===== config.mk =====
export PLATFORM = sky130hd
export DESIGN_NAME = uart_ring_buffer_controller_top
export DESIGN_NICKNAME = d
export VERILOG_FILES = /design/src/rtl/core/urbc_pkg.sv /design/src/rtl/core/uart_ring_buffer_controller_top.sv
export SDC_FILE = /design/constraint.sdc
export NUM_CORES = 2
export LEC_CHECK = 0
export BUFFER_PORTS_ARGS = -buffer_cell sky130_fd_sc_hd__buf_2
export CORE_MARGIN = 2
export CORE_UTILIZATION = 45
export DETAILED_ROUTE_END_ITERATION = 16
export HOLD_SLACK_MARGIN = 0.06
export PLACE_DENSITY = 0.59
export SLEW_MARGIN = 5
export SYNTH_ARGS = -nofsm -noshare
export SYNTH_HDL_FRONTEND = slang
export SYNTH_SLANG_ARGS = --single-unit

===== constraint.sdc =====
create_clock -name clk -period 9.1 [get_ports clk]
set_input_delay 0.91 -clock clk [delete_from_list [all_inputs] [get_ports clk]]
set_output_delay 0.91 -clock clk [all_outputs]
set_load 0.01 [all_outputs]

===== src/rtl/core/urbc_pkg.sv =====
// Shared types and codes for the buffered UART ring controller.
// No dependencies; imported by uart_ring_buffer_controller_top.
`default_nettype none

package urbc_pkg;

  // request opcodes
  localparam logic [2:0] OP_HOST_WRITE = 3'd0;
  localparam logic [2:0] OP_HOST_READ  = 3'd1;
  localparam logic [2:0] OP_LINE_RX    = 3'd2;
  localparam logic [2:0] OP_TX_READY   = 3'd3;
  localparam logic [2:0] OP_RX_PURGE   = 3'd4;

  localparam int unsigned IN_TDATA_W  = 16;
  localparam int unsigned OUT_TDATA_W = 160;

  // result word, first declared member sits in the top bits
  typedef struct packed {
    logic        tx_irq_enabled;
    logic [31:0] overrun_errors;
    logic [31:0] noise_errors;
    logic [31:0] parity_errors;
    logic [31:0] framing_errors;
    logic [5:0]  rx_count;
    logic [5:0]  tx_free;
    logic [7:0]  line_send_byte;
    logic        line_send_valid;
    logic [7:0]  read_byte;
    logic        read_valid;
    logic        accepted;
  } urbc_result_t;

endpackage

`default_nettype wire


===== src/rtl/core/uart_ring_buffer_controller_top.sv =====
// Buffered UART ring controller: transmit and receive rings held in two
// synchronous byte memories, plus error counters. Depends on urbc_pkg.
//
// Usage:
//  - s_axis carries one request: tuser is the opcode (host write, host read,
//    line byte received, transmitter ready, purge receive ring); tdata holds
//    the byte and the four line error flags.
//  - m_axis returns exactly one result per request: flags, popped byte, the
//    byte for the transmitter, ring levels, error counts and the irq flag.
//  - cfg writes the echo enable bit; cfg_ready is always high.
//  - Each ring holds depth minus one bytes.
// Flow: an accepted request's ring memory read and response flags are
//  registered first, then the result goes into the output register and
//  m_axis_tvalid rises. No new request is taken while one is in flight.
// Reset (rst, synchronous): pointers and counters cleared, irq flag set,
//  echo off. Memory contents are left as they are.
// Stall: while a result is held and m_axis_tready is low, s_axis_tready
//  stays low; nothing is lost or repeated.
`default_nettype none

module uart_ring_buffer_controller_top
  import urbc_pkg::*;
#(
  parameter int unsigned TX_DEPTH = 64,
  parameter int unsigned RX_DEPTH = 64
) (
  input  wire logic                   clk,
  input  wire logic                   rst,
  input  wire logic                   s_axis_tvalid,
  output      logic                   s_axis_tready,
  // [7:0] data_byte, [8] frame_error, [9] parity_error, [10] noise_error,
  // [11] overrun_error, [15:12] zero
  input  wire logic [IN_TDATA_W-1:0]  s_axis_tdata,
  // [2:0] opcode
  input  wire logic [2:0]             s_axis_tuser,
  output      logic                   m_axis_tvalid,
  input  wire logic                   m_axis_tready,
  // [0] accepted, [1] read_valid, [9:2] read_byte, [10] line_send_valid,
  // [18:11] line_send_byte, [24:19] tx_free, [30:25] rx_count,
  // [62:31] framing_errors, [94:63] parity_errors, [126:95] noise_errors,
  // [158:127] overrun_errors, [159] tx_irq_enabled
  output      logic [OUT_TDATA_W-1:0] m_axis_tdata,
  input  wire logic                   cfg_valid,
  output      logic                   cfg_ready,
  input  wire logic                   cfg_data
);

  localparam int unsigned TX_PW = (TX_DEPTH > 1) ? $clog2(TX_DEPTH) : 1;
  localparam int unsigned RX_PW = (RX_DEPTH > 1) ? $clog2(RX_DEPTH) : 1;
  localparam logic [TX_PW-1:0] TX_LAST = TX_PW'(TX_DEPTH - 1);
  localparam logic [RX_PW-1:0] RX_LAST = RX_PW'(RX_DEPTH - 1);
  localparam logic [TX_PW:0]   TX_SPAN = (TX_PW+1)'(TX_DEPTH);
  localparam logic [RX_PW:0]   RX_SPAN = (RX_PW+1)'(RX_DEPTH);

  logic [7:0] tx_mem [TX_DEPTH];
  logic [7:0] rx_mem [RX_DEPTH];
  logic [7:0] tx_rdata;
  logic [7:0] rx_rdata;

  logic [TX_PW-1:0] tx_write_ptr, tx_read_ptr;
  logic [RX_PW-1:0] rx_write_ptr, rx_read_ptr;
  logic [31:0]      frame_err_count, parity_err_count;
  logic [31:0]      noise_err_count, overrun_err_count;
  logic             tx_irq_flag;
  logic             echo_enable;
  logic             busy;

  // captured per request, consumed in the response cycle
  logic             resp_accepted;
  logic             resp_read;
  logic             resp_send_tx;
  logic             resp_send_echo;
  logic [7:0]       echo_byte;

  urbc_result_t     out_q;
  urbc_result_t     res;

  logic [2:0]       opcode;
  logic [7:0]       data_byte;
  logic             fe, pe, ne, oe, err_any;
  logic             in_acc;
  logic [TX_PW-1:0] tx_wr_inc, tx_rd_inc;
  logic [RX_PW-1:0] rx_wr_inc, rx_rd_inc;
  logic             tx_full, tx_empty, rx_full, rx_empty;
  logic [TX_PW:0]   tx_free_full;
  logic [RX_PW:0]   rx_count_full;

  assign opcode    = s_axis_tuser;
  assign data_byte = s_axis_tdata[7:0];
  assign fe        = s_axis_tdata[8];
  assign pe        = s_axis_tdata[9];
  assign ne        = s_axis_tdata[10];
  assign oe        = s_axis_tdata[11];
  assign err_any   = fe | pe | ne | oe;

  assign s_axis_tready = !busy && (!m_axis_tvalid || m_axis_tready);
  assign in_acc        = s_axis_tvalid && s_axis_tready;
  assign cfg_ready     = 1'b1;
  assign m_axis_tdata  = out_q;

  assign tx_wr_inc = (tx_write_ptr == TX_LAST) ? '0 : tx_write_ptr + 1'b1;
  assign tx_rd_inc = (tx_read_ptr == TX_LAST) ? '0 : tx_read_ptr + 1'b1;
  assign rx_wr_inc = (rx_write_ptr == RX_LAST) ? '0 : rx_write_ptr + 1'b1;
  assign rx_rd_inc = (rx_read_ptr == RX_LAST) ? '0 : rx_read_ptr + 1'b1;
  assign tx_full   = (tx_wr_inc == tx_read_ptr);
  assign tx_empty  = (tx_write_ptr == tx_read_ptr);
  assign rx_full   = (rx_wr_inc == rx_read_ptr);
  assign rx_empty  = (rx_write_ptr == rx_read_ptr);

  // ring levels, from the pointers as updated by the request in flight
  always_comb begin
    if (tx_read_ptr > tx_write_ptr) begin
      tx_free_full = {1'b0, tx_read_ptr} - {1'b0, tx_write_ptr} - 1'b1;
    end else begin
      tx_free_full = {1'b0, tx_read_ptr} + TX_SPAN - {1'b0, tx_write_ptr} - 1'b1;
    end
    if (rx_write_ptr >= rx_read_ptr) begin
      rx_count_full = {1'b0, rx_write_ptr} - {1'b0, rx_read_ptr};
    end else begin
      rx_count_full = {1'b0, rx_write_ptr} + RX_SPAN - {1'b0, rx_read_ptr};
    end
  end

  always_comb begin
    res.accepted        = resp_accepted;
    res.read_valid      = resp_read;
    res.read_byte       = resp_read ? rx_rdata : 8'd0;
    res.line_send_valid = resp_send_tx | resp_send_echo;
    res.line_send_byte  = resp_send_tx   ? tx_rdata :
                          resp_send_echo ? echo_byte : 8'd0;
    res.tx_free         = 6'(tx_free_full);
    res.rx_count        = 6'(rx_count_full);
    res.framing_errors  = frame_err_count;
    res.parity_errors   = parity_err_count;
    res.noise_errors    = noise_err_count;
    res.overrun_errors  = overrun_err_count;
    res.tx_irq_enabled  = tx_irq_flag;
  end

  // control state
  always_ff @(posedge clk) begin
    if (rst) begin
      tx_write_ptr      <= '0;
      tx_read_ptr       <= '0;
      rx_write_ptr      <= '0;
      rx_read_ptr       <= '0;
      frame_err_count   <= '0;
      parity_err_count  <= '0;
      noise_err_count   <= '0;
      overrun_err_count <= '0;
      tx_irq_flag       <= 1'b1;
      echo_enable       <= 1'b0;
      busy              <= 1'b0;
      m_axis_tvalid     <= 1'b0;
    end else begin
      if (cfg_valid) begin
        echo_enable <= cfg_data;
      end
      busy <= in_acc;
      if (busy) begin
        m_axis_tvalid <= 1'b1;
      end else if (m_axis_tready) begin
        m_axis_tvalid <= 1'b0;
      end
      if (in_acc) begin
        unique case (opcode)
          OP_HOST_WRITE: begin
            if (!tx_full) begin
              tx_write_ptr <= tx_wr_inc;
              tx_irq_flag  <= 1'b1;
            end
          end
          OP_HOST_READ: begin
            if (!rx_empty) rx_read_ptr <= rx_rd_inc;
          end
          OP_LINE_RX: begin
            if (fe) frame_err_count   <= frame_err_count + 1'b1;
            if (pe) parity_err_count  <= parity_err_count + 1'b1;
            if (ne) noise_err_count   <= noise_err_count + 1'b1;
            if (oe) overrun_err_count <= overrun_err_count + 1'b1;
            if (!err_any && !rx_full) rx_write_ptr <= rx_wr_inc;
          end
          OP_TX_READY: begin
            if (tx_empty) begin
              tx_irq_flag <= 1'b0;
            end else begin
              tx_read_ptr <= tx_rd_inc;
            end
          end
          OP_RX_PURGE: begin
            rx_write_ptr <= '0;
            rx_read_ptr  <= '0;
          end
          default: begin
          end
        endcase
      end
    end
  end

  // ring memories: one write and one registered read each
  always_ff @(posedge clk) begin
    if (in_acc && opcode == OP_HOST_WRITE && !tx_full) begin
      tx_mem[tx_write_ptr] <= data_byte;
    end
    if (in_acc && opcode == OP_TX_READY) begin
      tx_rdata <= tx_mem[tx_read_ptr];
    end
  end

  always_ff @(posedge clk) begin
    if (in_acc && opcode == OP_LINE_RX && !err_any && !rx_full) begin
      rx_mem[rx_write_ptr] <= data_byte;
    end
    if (in_acc && opcode == OP_HOST_READ) begin
      rx_rdata <= rx_mem[rx_read_ptr];
    end
  end

  // per-request response flags and the output register
  always_ff @(posedge clk) begin
    if (in_acc) begin
      resp_accepted  <= (opcode == OP_HOST_WRITE && !tx_full) ||
                        (opcode == OP_HOST_READ && !rx_empty);
      resp_read      <= (opcode == OP_HOST_READ) && !rx_empty;
      resp_send_tx   <= (opcode == OP_TX_READY) && !tx_empty;
      resp_send_echo <= (opcode == OP_LINE_RX) && !err_any && echo_enable;
      echo_byte      <= data_byte;
    end
    if (busy) begin
      out_q <= res;
    end
  end

endmodule

`default_nettype wire


==> summary.txt <==
Mapped Nets -> 2855
Crit. End Element -> flop
Hold WS -> 0.422 ns
Worst VDD drop -> 0.000174 V
Fin Setup TNS -> 0 ns
fmax -> 210 MHz
WS Path Type -> reg2reg
Async SR Flop Fraction -> 0
cts hold-fix bufs -> 0
Buf/Inv on CP -> 2
Post-DRT Antenna Nets -> 0
CP Data Required Time -> 9.46 ns
critical path's slowest cell -> nor4_1
Num CTS Buffers -> 139
IO Count -> 188
Seq/Total Area, Yosys -> 0.744
Post-DP HPWL -> 74000 um
kind of start point of the critical path -> flop
vias in the first global route -> 27349
Die Ht -> 348 um
share of layout cells above drive strength 1 -> 0.259
Synth Cell Area -> 53100 um2
Ys Warns -> 0
DRC Markers -> 0
setup violators final -> 0
initial core utilization -> 0.452
Final Hold Viols -> 0
crit share post-route -> 0.522
top cells by area, synth -> edfxtp_1 (69%), mux4_2 (14%), dfxtp_1 (5.9%)
most frequent cells in the layout -> edfxtp_1 (1212), mux4_2 (328), nor2_1 (197)
Synth area leader -> edfxtp_1
prevailing post-synth register cell -> edfxtp_1
DR iter-0 viols -> 2655
clock insertion delay at the later pin of the skew report -> 0.75 ns
initial antenna violation count -> 7
DR vias -> 27060
drt pass-1 iters -> 5
H-tree level count -> 4
status -> completed
CTS resizes -> 0
Root Driver -> clkbuf_16
HP Class -> in2reg
maximum number of pins on one net before global-route repair -> 95
slew margin rel. -> 0.0609
max cap viols -> 0
Buffers on Ports -> 182
Synth cell types -> 64
fin crit period -> 4.75 ns
Net count, final -> 3102
EDFF count, synth -> 1212
die area -> 121000 um2
CP peak stage delay -> 1.02 ns
Synth Instances -> 2810
GP Congestion -> 0.828
CTS tree -> done
commonest non-fill, non-tap cell in the layout -> edfxtp_1
top cell type's share of synthesized area -> 0.685
total congestion overflow -> 0
crit-path cells -> inv_1 > nand3_1 > nor4_1 > o211ai_1 > buf_4 > nor3_1
post-detailed-route wirelength per cell -> 25.3 um
number of antenna repair diodes -> 0
total track usage -> 0.198
Setup Buffers After CTS -> 0
Bufs on Longest Clock Path -> 3
core region area -> 118000 um2
Clock Pin Slew Worst Setup and Hold Paths -> 0.06 ns
Area Growth Syn to Fin -> 14.1%
cell area power density -> 214 nW/um2
final WL -> 119000 um
Avg Inst Size Synth -> 18.9 um2
Vias/cell -> 5.75
Leak Pwr -> 0.0189 uW
max-slew violations -> 0
crit path DAT -> 5.11 ns
CP Max Fanout -> 18
worst clock skew -> 0.0251 ns
Worst path top cell family by delay -> simple AND/OR/NAND/NOR gates
num rows -> 126
first-pass GRT wire length -> 178000 um
flops & latches, synth -> 1368
Num Clock Sinks -> 1368
pin slew with the least headroom to its limit -> 1.40 ns
die extent in x -> 348 um
RSZ-0062 raised after global routing -> false
total chip power -> 13000 uW
## cells by family (layout without fill, tap and decap cells)
| family | after synthesis | count (layout) | share of synthesized area |
|---|---|---|---|
| and+or+nand+nor | 642 | 642 | 0.0602 |
| xor gates and xnor gates | 122 | 122 | 0.0201 |
| buffers and inverters | 190 | 552 | 0.0155 |
| AOI/OAI and AO/OA | 134 | 134 | 0.0151 |
| adders and majority gates | 20 | 20 | 0.00499 |
| other | 1 | 1 | 0.0000706 |
| muxes | 333 | 333 | 0.140 |
| DFF | 1368 | 1368 | 0.744 |
## cell usage after synthesis (15+ instances only)
cell type / n
clkbuf_1: 74
nor4_1: 45
dfxtp_1: 156
nand3_1: 64
or3_1: 34
and4_1: 19
and3_1: 40
a21oi_1: 51
o21ai_0: 36
edfxtp_1: 1212
xnor2_1: 39
buf_2: 34
nor2_1: 197
buf_1: 28
xor2_1: 83
inv_1: 37
nand4_1: 30
mux4_2: 328
ha_1: 18
nor3_1: 38
and2_1: 15
nand2_1: 120
## worst register-to-register path: stages (launching register included)
cell and delay, ns:
dfxtp_4 0.46, inv_1 0.19, nand3_1 0.38, nor4_1 1.03, o211ai_1 0.86, buf_4 0.48, nor3_1 0.97
## sequential cells by signal (all words and copies together) (netlist names), 8 cells and up
register / count
overrun_err_count: 32
rx_rdata: 8
parity_err_count: 32
tx_rdata: 8
rx_mem: 512
noise_err_count: 32
echo_byte: 8
frame_err_count: 32
m_axis_tdata: 160
tx_mem: 512
## power by group
part | internal (uW) | leakage, uW | switching, uW
Sequential | 6860 | 0.0121 | 23.5
Combinational | 64.0 | 0.00450 | 184
Clock | 3440 | 0.00226 | 2380
## routing by layer
| layer | part of all wire | global-route usage | wire (um) |
|---|---|---|---|
| met5 | 0.00029 | 0 | 34 |
| met4 | 0.016 | 0.0439 | 1850 |
| met3 | 0.071 | 0.0398 | 8480 |
| met2 | 0.48 | 0.313 | 56700 |
| met1 | 0.44 | 0.288 | 51900 |
## final cells by class
class	instances	area [um2]
tap	1536	1920
clock inverter	86	1030
timing repair buffer	257	1500
sequential	1368	39500
inverter	39	146
multi-input combinational	1252	12800
clock buffer	170	3680
fill	9337	57000
## final timing paths
kind                            slack, ns  depth (start not counted)                          to                               from
worst min register to register       0.43                          0  m_axis_tdata[89]$_DFFE_PP_  parity_err_count[26]$_SDFFE_PP0P_
worst max-delay path                 4.35                          6     tx_mem[45][6]$_DFFE_PP_                    busy$_SDFF_PP0_
worst min-delay path                 0.42                          3    echo_enable$_SDFFE_PP0P_                           cfg_data
worst max register to register       4.35                          6     tx_mem[45][6]$_DFFE_PP_                    busy$_SDFF_PP0_
## metrics by stage
| stage | area, um2 | std cells | utilization | worst slack [ns] |
|---|---|---|---|---|
| after floorplan | 53100 | 2810 | - | 3.22 |
| after global placement | 55900 | 4452 | 0.475 | 3.81 |
| after detailed placement | 55900 | 4452 | 0.475 | 3.67 |
| after CTS | 60600 | 4708 | 0.515 | 4.25 |
| after global routing | 60600 | 4708 | 0.516 | 4.13 |
| final | 60600 | 4708 | 0.516 | 4.35 |
(Power assumes the default switching activity.)
